File: config.mk
export PLATFORM = sky130hd
export DESIGN_NAME = card_number_luhn_classifier
export DESIGN_NICKNAME = d
export VERILOG_FILES = /design/src/cnl_pkg.sv /design/src/cnl_digit_stage.sv /design/src/card_number_luhn_classifier.sv
export VERILOG_INCLUDE_DIRS = /design/src /design/src/src
export SDC_FILE = /design/constraint.sdc
export NUM_CORES = 2
export LEC_CHECK = 0
export ABC_CLOCK_PERIOD_IN_PS = 11860
export BUFFER_PORTS_ARGS = -buffer_cell sky130_fd_sc_hd__buf_2
export CAP_MARGIN = 20
export CORE_MARGIN = 1
export CORE_UTILIZATION = 50
export CTS_CLUSTER_DIAMETER = 80
export DETAILED_ROUTE_END_ITERATION = 10
export GPL_TIMING_DRIVEN = 0
export HOLD_SLACK_MARGIN = 0.15
export PLACE_DENSITY_LB_ADDON = 0.1
export REMOVE_ABC_BUFFERS = 1
export SYNTH_ARGS = -nofsm -noshare
export SYNTH_HDL_FRONTEND = slang
export SYNTH_SLANG_ARGS = --single-unit
File: constraint.sdc
create_clock -name i_clk -period 11.86 [get_ports i_clk]
set_clock_uncertainty 0.1 [all_clocks]
set_input_delay 0 -clock i_clk [delete_from_list [all_inputs] [get_ports i_clk]]
set_output_delay 0 -clock i_clk [all_outputs]
set_load 0.02 [all_outputs]
File: src/card_number_luhn_classifier_assert.svh
// Assertion macros for the card number classifier.
`ifndef CARD_NUMBER_LUHN_CLASSIFIER_ASSERT_SVH
`define CARD_NUMBER_LUHN_CLASSIFIER_ASSERT_SVH
// Implication checked on every rising clock edge outside reset.
`define CNL_ASSERT_IMP(label, clk, rst_n, ante, cons, msg) \
    label: assert property (@(posedge clk) disable iff (!rst_n) (ante) |-> (cons)) \
        else $error(msg);
// Next-cycle implication.
`define CNL_ASSERT_NXT(label, clk, rst_n, ante, cons, msg) \
    label: assert property (@(posedge clk) disable iff (!rst_n) (ante) |=> (cons)) \
        else $error(msg);
`endif

File: src/cnl_pkg.sv
//------------------------------------------------------------------------------
// cnl_pkg
// Shared widths and constants for the card number classifier.
//------------------------------------------------------------------------------
`timescale 1ns / 1ps
package cnl_pkg;
    localparam int CARD_W        = 54;
    localparam int DIGITS        = 17;
    localparam int BCD_W         = 4 * DIGITS;
    localparam int DABBLE_STAGES = 9;    // 54 shift steps, 6 per stage
    localparam int COUNT_W       = 5;
    localparam int CLASS_W       = 2;
    localparam int SUM_W         = 8;    // 17 digits * 9 max = 153
    localparam int SUM_MAX       = 153;
    localparam int PART_N        = 5;    // four groups of four digits, plus the top digit
    localparam int PART_W        = 6;    // 4 * 9 = 36

    localparam logic [CLASS_W-1:0] CLS_NONE = 2'd0;
    localparam logic [CLASS_W-1:0] CLS_P4   = 2'd1;
    localparam logic [CLASS_W-1:0] CLS_P3X  = 2'd2;
    localparam logic [CLASS_W-1:0] CLS_P5X  = 2'd3;

    // BCD digits on top, remaining binary bits below; shifted as one word.
    typedef struct packed {
        logic [BCD_W-1:0]  bcd;
        logic [CARD_W-1:0] bin;
    } t_dabble_state;
endpackage

File: src/cnl_digit_stage.sv
//------------------------------------------------------------------------------
// cnl_digit_stage
// One pipeline stage of the binary to BCD conversion: a few shift-and-add-3
// steps, with a valid/ready register at the output.
//------------------------------------------------------------------------------
`timescale 1ns / 1ps
module cnl_digit_stage #(
    parameter int STEPS = cnl_pkg::CARD_W / cnl_pkg::DABBLE_STAGES
) (
    input  logic                   i_clk,
    input  logic                   i_rst_n,
    input  logic                   i_valid,
    output logic                   o_ready,
    input  cnl_pkg::t_dabble_state i_state,
    output logic                   o_valid,
    input  logic                   i_ready,
    output cnl_pkg::t_dabble_state o_state
);
    import cnl_pkg::*;

    logic          r_valid;
    t_dabble_state r_state;
    t_dabble_state n_state;

    // Each step: bump every digit >= 5 by 3 so it carries on doubling,
    // then shift the next binary bit in from the top of the input word.
    always_comb begin
        n_state = i_state;
        for (int s = 0; s < STEPS; s++) begin
            for (int k = 0; k < DIGITS; k++) begin
                if (n_state.bcd[4*k +: 4] >= 4'd5) begin
                    n_state.bcd[4*k +: 4] = n_state.bcd[4*k +: 4] + 4'd3;
                end
            end
            {n_state.bcd, n_state.bin} = {n_state.bcd, n_state.bin} << 1;
        end
    end

    assign o_ready = !r_valid || i_ready;

    always_ff @(posedge i_clk) begin
        if (!i_rst_n) begin
            r_valid <= 1'b0;
        end else if (o_ready) begin
            r_valid <= i_valid;
        end
        if (o_ready && i_valid) begin
            r_state <= n_state;
        end
    end

    assign o_valid = r_valid;
    assign o_state = r_state;
endmodule

File: src/card_number_luhn_classifier.sv
//------------------------------------------------------------------------------
// card_number_luhn_classifier
// Luhn mod-10 check, digit count and prefix classification of a card number.
//------------------------------------------------------------------------------
// Each transaction runs through NSTAGE + 2 register stages (11 by default).
// The first NSTAGE stages convert the 54-bit number to 17 BCD digits by
// shift-and-add-3, 54 / NSTAGE bit steps per stage (NSTAGE must divide 54).
// The next stage weights the digits for Luhn, adds them in groups of four,
// and finds the digit count and the two leading digits; the last stage
// finishes the sum, tests it against the multiples of ten and classifies.
// The result is presented from the final stage register. A new transaction may
// enter every cycle, so throughput is one per cycle while the output is taken.
// Ready backpressure passes stage by stage; no transaction is lost or repeated.
`timescale 1ns / 1ps
module card_number_luhn_classifier #(
    parameter int NSTAGE = cnl_pkg::DABBLE_STAGES
) (
    input  logic                          i_clk,
    input  logic                          i_rst_n,
    input  logic                          i_valid,
    output logic                          o_ready,
    input  logic [cnl_pkg::CARD_W-1:0]    i_card_number,
    output logic                          o_valid,
    input  logic                          i_ready,
    output logic [cnl_pkg::CLASS_W-1:0]   o_card_class,
    output logic                          o_luhn_ok,
    output logic [cnl_pkg::COUNT_W-1:0]   o_digit_count
);
    import cnl_pkg::*;
    `include "card_number_luhn_classifier_assert.svh"

    localparam int STEPS = CARD_W / NSTAGE;

    logic          w_v [NSTAGE+1];
    logic          w_r [NSTAGE+1];
    t_dabble_state w_s [NSTAGE+1];

    // Digit evaluation stage
    logic [3:0]         w_dig [DIGITS];
    logic [3:0]         w_wt  [DIGITS];
    logic [PART_W-1:0]  n_e_part [PART_N];
    logic [COUNT_W-1:0] n_e_count;
    logic [3:0]         n_e_hi;
    logic [3:0]         n_e_lo;
    logic               w_e_ready;
    logic               r_e_valid;
    logic [PART_W-1:0]  r_e_part [PART_N];
    logic [COUNT_W-1:0] r_e_count;
    logic [3:0]         r_e_hi;
    logic [3:0]         r_e_lo;

    // Final stage
    logic [SUM_W-1:0]   w_sum;
    logic               w_ok;
    logic [CLASS_W-1:0] n_class;
    logic               w_f_ready;
    logic               r_valid;
    logic [CLASS_W-1:0] r_class;
    logic               r_ok;
    logic [COUNT_W-1:0] r_count;

    assign w_v[0]  = i_valid;
    assign o_ready = w_r[0];
    assign w_s[0]  = {{BCD_W{1'b0}}, i_card_number};

    for (genvar g = 0; g < NSTAGE; g++) begin : g_dig
        cnl_digit_stage #(
            .STEPS   (STEPS)
        ) u_stage (
            .i_clk   (i_clk),
            .i_rst_n (i_rst_n),
            .i_valid (w_v[g]),
            .o_ready (w_r[g]),
            .i_state (w_s[g]),
            .o_valid (w_v[g+1]),
            .i_ready (w_r[g+1]),
            .o_state (w_s[g+1])
        );
    end

    // Luhn weights: digit 0 is the rightmost; odd positions are doubled and
    // folded (2d - 9 above 9). The 4-bit wrap is harmless, results are 0..9.
    always_comb begin
        for (int k = 0; k < DIGITS; k++) begin
            w_dig[k] = w_s[NSTAGE].bcd[4*k +: 4];
            if (k[0]) begin
                w_wt[k] = (w_dig[k] >= 4'd5) ? w_dig[k] + w_dig[k] - 4'd9
                                             : w_dig[k] + w_dig[k];
            end else begin
                w_wt[k] = w_dig[k];
            end
        end
    end

    // Partial sums, four digits each; leading zeros weigh nothing.
    always_comb begin
        for (int g = 0; g < PART_N - 1; g++) begin
            n_e_part[g] = (PART_W'(w_wt[4*g])     + PART_W'(w_wt[4*g + 1]))
                        + (PART_W'(w_wt[4*g + 2]) + PART_W'(w_wt[4*g + 3]));
        end
        n_e_part[PART_N-1] = PART_W'(w_wt[DIGITS-1]);
    end

    // Highest nonzero digit gives the count and the two leading digits.
    always_comb begin
        n_e_count = '0;
        n_e_hi    = '0;
        n_e_lo    = '0;
        if (w_dig[0] != 4'd0) begin
            n_e_count = COUNT_W'(1);
            n_e_hi    = w_dig[0];
        end
        for (int k = 1; k < DIGITS; k++) begin
            if (w_dig[k] != 4'd0) begin
                n_e_count = COUNT_W'(k + 1);
                n_e_hi    = w_dig[k];
                n_e_lo    = w_dig[k-1];
            end
        end
    end

    assign w_e_ready   = !r_e_valid || w_f_ready;
    assign w_r[NSTAGE] = w_e_ready;

    always_ff @(posedge i_clk) begin
        if (!i_rst_n) begin
            r_e_valid <= 1'b0;
        end else if (w_e_ready) begin
            r_e_valid <= w_v[NSTAGE];
        end
        if (w_e_ready && w_v[NSTAGE]) begin
            r_e_part  <= n_e_part;
            r_e_count <= n_e_count;
            r_e_hi    <= n_e_hi;
            r_e_lo    <= n_e_lo;
        end
    end

    // Final stage: total sum (<= 153), mod-10 test by matching the
    // multiples of ten, then the prefix check.
    assign w_sum = (SUM_W'(r_e_part[0]) + SUM_W'(r_e_part[1]))
                 + (SUM_W'(r_e_part[2]) + SUM_W'(r_e_part[3]))
                 + SUM_W'(r_e_part[4]);

    always_comb begin
        w_ok = 1'b0;
        for (int m = 0; m <= SUM_MAX; m += 10) begin
            if (w_sum == SUM_W'(m)) begin
                w_ok = 1'b1;
            end
        end
    end

    always_comb begin
        n_class = CLS_NONE;
        if (w_ok) begin
            if ((r_e_count == 5'd13 || r_e_count == 5'd16) && r_e_hi == 4'd4) begin
                n_class = CLS_P4;
            end
            if (r_e_count == 5'd15 && r_e_hi == 4'd3
                && (r_e_lo == 4'd4 || r_e_lo == 4'd7)) begin
                n_class = CLS_P3X;
            end
            if (r_e_count == 5'd16 && r_e_hi == 4'd5
                && r_e_lo >= 4'd1 && r_e_lo <= 4'd5) begin
                n_class = CLS_P5X;
            end
        end
    end

    assign w_f_ready = !r_valid || i_ready;

    always_ff @(posedge i_clk) begin
        if (!i_rst_n) begin
            r_valid <= 1'b0;
        end else if (w_f_ready) begin
            r_valid <= r_e_valid;
        end
        if (w_f_ready && r_e_valid) begin
            r_class <= n_class;
            r_ok    <= w_ok;
            r_count <= r_e_count;
        end
    end

    assign o_valid       = r_valid;
    assign o_card_class  = r_class;
    assign o_luhn_ok     = r_ok;
    assign o_digit_count = r_count;

    `CNL_ASSERT_IMP(a_class_needs_ok, i_clk, i_rst_n,
        o_valid && o_card_class != CLS_NONE, o_luhn_ok, "class without luhn pass")
    `CNL_ASSERT_IMP(a_count_range, i_clk, i_rst_n,
        o_valid, o_digit_count <= 5'd17, "digit count out of range")
    `CNL_ASSERT_NXT(a_out_hold, i_clk, i_rst_n,
        o_valid && !i_ready, o_valid && $stable(o_digit_count), "result dropped")
endmodule
### Word level (Yosys, flattened, before mapping)

Index checks and enable logic that the tools add are counted.

* bits in registers: 816
* word-level logic and storage cells: 2539

* order comparisons: 775
* muxes and demuxes: 841
* equal/unequal tests: 23
* reductions and logical operators: 60
* $add $sub $neg: 797

Operators by type and width (count)
* 2-to-1 mux 4 bit: 767
* >= comparator 4 x 3 -> 1 bit (second input constant): 756
* adder 4 x 2 -> 4 bit (second input constant): 712
* adder 3 x 2 -> 3 bit (second input constant): 36
* 2-to-1 mux 3 bit: 36
* 2-to-1 mux 5 bit: 14
* nonzero test 4 bit: 17
* equality test 8 x 7 -> 1 bit (second input constant): 6
* adder 1 x 2 -> 3 bit (second input constant): 15
* >= comparator 1 x 3 -> 1 bit (second input constant): 15
* adder 4 x 4 -> 5 bit: 8
* adder 4 bit: 8
* subtractor 4 bit (second input constant): 8
* adder 5 x 5 -> 6 bit: 4
* equality test 8 x 6 -> 1 bit (second input constant): 3
* equality test 8 bit (second input constant): 3
* 2-to-1 mux 1 bit: 22
* logical AND 1 bit: 17
* equality test 4 x 3 -> 1 bit (second input constant): 4
* equality test 8 x 5 -> 1 bit (second input constant): 2
* adder 6 x 6 -> 7 bit: 2
* logical OR 1 bit: 13
* zero test 1 bit: 11
* equality test 5 x 4 -> 1 bit (second input constant): 2
* other kinds (12): 15

### Logic depth before layout (Yosys ltp)

* depth in word-level cells: 20
* gate-level depth with buffers: 36

### Modules after synthesis

From an unflattened synthesis, not the netlist that was laid out.

* cell total of the unflattened synthesis: 18709
* area, all modules: 149314.5 um^2

Modules (own cells, without submodules)
* cnl_digit_stage: cells an instance 2002, times used 9, seq. area each 3503.4 um^2, area an instance 15915.3 um^2
* card_number_luhn_classifier: cells an instance 691, times used 1, seq. area each 1511.4 um^2, area an instance 6077.1 um^2

### Worst setup path before layout

No wires, ideal clock.

* path type: reg-to-reg
* start point: register g_dig[5].u_stage.r_state, in the netlist g_dig[5].u_stage.o_state[82]
* end point: register g_dig[6].u_stage.r_state, in the netlist g_dig[6].u_stage.o_state[88], data pin
* path buffers: 2
* required time: 11487 ps
* stages on the path, launching flop included: 34
* path slack: 4809 ps
* data arrival time: 6678 ps
* setup time: 273 ps
* cell sequence: edfxtp_1 buf_2 inv_1 ha_1 nand2b_1 a21oi_2 xnor2_1 inv_1 ha_1 nor2b_1 a2111oi_0 a211oi_1 xnor2_1 ha_1 nand2b_1 a21oi_1 o21ai_0 xnor2_1 ha_1 nor2b_1 nor2_1 o311ai_2 xnor2_1 ha_1 or2b_2 a21oi_1 a221o_1 and2_0 clkbuf_1 inv_1 ha_1 or2b_2 a21boi_4 mux2i_1

RTL lines
* from (decl): line cnl_digit_stage.sv:22 `t_dabble_state r_state;`
* from (signal assigned): line cnl_digit_stage.sv:48 `r_state <= n_state;`
* to (signal assigned): line cnl_digit_stage.sv:48
* to (decl): line cnl_digit_stage.sv:22

==> metrics <==
Synth Instances 8980; RSZ-0062 raised after global routing false; Crit. End Element flip-flop; first-pass GRT wire length 271500 microns; Syn Area/Cell 8.905 sq um; Via Count 64390; # Post-CTS Setup Buffers 0; CTS tree yes; number of port buffers between 60 and 70; setup tns final 0 ns; Die Width between 400 and 500 microns; Via density 5.678; Worst Max-Slew Pin Slew between 1 and 1.5 ns; antenna violations before repair 0; DIE AREA between 150000 and 200000 sq um; Post-synth EDFFs between 600 and 700; type of origin of the critical path flip-flop; core box area between 150000 and 200000 sq um; FILL cells 14290; Nets 10280; Max Fclk ~120 MHz; DP Wirelength between 100000 and 150000 microns; drt wl/cell 13.77 microns; clk slew on worst S/H paths about 0.06 ns; max-cap check violation count 0; Die Height between 400 and 500 microns; gr usage total 0.1885; slowest cell on the critical path edfxtp_1; cts hold-fix bufs 118; most common cell after layout, fill and taps aside ha_1; RePlAce Congestion 0.8553; DRT iter0 DRCs 2588; diode count 0; Max FO, Critical Path 9; Slew HR 0.2768; clk root buf clkbuf_16; vias in the first global route 61700; post-synth cell types 134; Max Root-Sink Buffers 3; final-report hold violation count 0; CP arrival 8.32 ns; first-pass iteration count of the detailed router 6; Cell Area, Synth 79960 sq um; fin crit period 8.013 ns; CP most frequent cell ha_1; Max Slew Vio Count 0; ratio of cells with drive above 1 in the final layout 0.09032; Synth Flop Type edfxtp_1; Seq/Total Area, Yosys 0.2330; CTS buffer count 81; CP max stage delay between 0.5 and 0.6 ns; largest net degree at the start of global routing 37; Worst-Skew Late Latency roughly 0.7 ns; GR Overflow Total 0; # resized after CTS 0; P&R area growth vs syn 8.775%; # clock sinks around 620; status completed; CP Data Required Time 12.16 ns; starting density of the core 0.5043; DRT antenna net count 0; WS Path Type reg2reg; Final Cycle Share 0.6756; Post-synth ARST share 0; Synth Warn # 0; Post-Route WL 156200 microns; most frequent cells in the layout ha_1, inv_1, edfxtp_1, mux2i_1, a21oi_1; Core Rows 146; #FFs+latches synth 624; Final setup violation count 0; DRC 0; Hold Path Class in2reg; H-tree levels 3; Ports between 60 and 70
## layer usage
| layer | global-route usage | vias to the layer above | wire length (microns) |
|---|---|---|---|
| met1 | 0.2250 | 30120 | 71060 |
| met2 | 0.3561 | 510 | 78760 |
| met3 | 0.01987 | 197 | 2917 |
| met5 | 0 | - | 0 |
| li1 | - | 33560 | - |
| met4 | 0.04654 | 0 | 3422 |
## layout make-up
cell class	count	area [sq um]	share of cell area
clock buffer	97	2108	0.02424
tap	2072	2592	0.02981
sequential	624	18630	0.2142
clock inverter	54	658.1	0.007566
inverter	919	3451	0.03967
timing repair buffer	208	1904	0.02189
multi-input combinational	7365	57640	0.6627
## metrics by stage
stage | instances | utilization | area [sq um] | setup WS (ns) | hold WS, ns
detailed placement | 11070 | 0.5237 | 83030 | 3.871 | 0.07809
CTS | 11340 | 0.5486 | 86980 | 3.844 | 0.2203
global route | 11340 | 0.5486 | 86980 | 3.183 | 0.2806
global placement | 11050 | 0.5206 | 82550 | 2.260 | 0.07593
floorplan | 8908 | - | 79620 | 4.874 | -0.001131
finish | 11340 | 0.5486 | 86980 | 3.847 | 0.2834
## worst max-delay path: cells and delay by family, from the launching register on
kind	cells	cell delay (ns)
compound gates	9	2.17
simple gates	8	1.77
fa+ha+maj	6	1.58
xor+xnor	4	1.24
flops	1	0.51
buf+inv	2	0.26
mux	1	0.10
## cells in the mapped netlist (32+ instances only)
master | instances | area, sq um
mux2i_1 | 538 | 5385
o21ai_1 | 83 | 415.4
or2_2 | 88 | 550.5
xor2_1 | 99 | 867.1
nor3b_1 | 86 | 645.6
nand2_1 | 455 | 1708
a211oi_1 | 93 | 698.2
nand3_1 | 124 | 620.6
o21a_1 | 122 | 915.9
nor3_1 | 196 | 980.9
xnor2_1 | 325 | 2846
o21bai_1 | 34 | 255.2
or4_1 | 50 | 375.4
a21o_1 | 136 | 1021
and2_1 | 118 | 738.2
a21boi_1 | 35 | 262.8
edfxtp_1 | 613 | 18410
ha_1 | 977 | 12220
and3_1 | 59 | 369.1
o2111ai_1 | 64 | 560.5
o221ai_1 | 32 | 280.3
or3_1 | 73 | 456.7
a21oi_1 | 465 | 2327
clkbuf_1 | 40 | 150.1
o31ai_1 | 54 | 405.4
inv_1 | 910 | 3416
a211o_1 | 76 | 665.6
nand2b_1 | 442 | 2765
o211ai_1 | 147 | 1104
o21ai_0 | 364 | 1822
a31oi_1 | 88 | 550.5
nor2_1 | 463 | 1738
a21boi_0 | 51 | 382.9
nor2b_1 | 267 | 1670
nor4_1 | 35 | 219.0
o211a_1 | 58 | 580.6
mux2_2 | 266 | 2995
o22ai_1 | 33 | 206.5
fa_1 | 47 | 940.9
## worst paths after layout
path	endpoint	slack [ns]	startpoint	cells past startpoint
worst max register to register	g_dig[6].u_stage.o_state[88]	3.85	g_dig[5].u_stage.o_state[82]	30
worst min-delay path	g_dig[0].u_stage.o_state[56]	0.28	i_card_number[49]	5
worst max-delay path	g_dig[6].u_stage.o_state[88]	3.85	g_dig[5].u_stage.o_state[82]	30
worst min register to register	g_dig[7].u_stage.o_state[54]	0.31	g_dig[6].u_stage.o_state[48]	0
## sequential cells by signal (all words and copies together) (netlist names)
register               cells
g_dig.u_stage.o_state    564
r_e_part                  28
g_dig.u_stage.o_valid      9
o_digit_count              5
r_e_count                  5
r_e_hi                     4
r_e_lo                     4
o_card_class               2
o_luhn_ok                  1
o_valid                    1
r_e_valid                  1
## cell families (layout without fill, tap and decap cells)
kind of cell	Yosys count	in the layout	synth area share
fa+ha+maj	1024	1024	0.1646
mux	824	824	0.1086
buf+inv	991	1278	0.04740
compound gates	2425	2425	0.2168
simple gates	2660	2660	0.1815
flops	624	624	0.2330
xor+xnor	432	432	0.04807
Power is left out: the tool's default activity adds up to more than one toggle a clock period on the data nets, which glitch-free logic cannot reach.
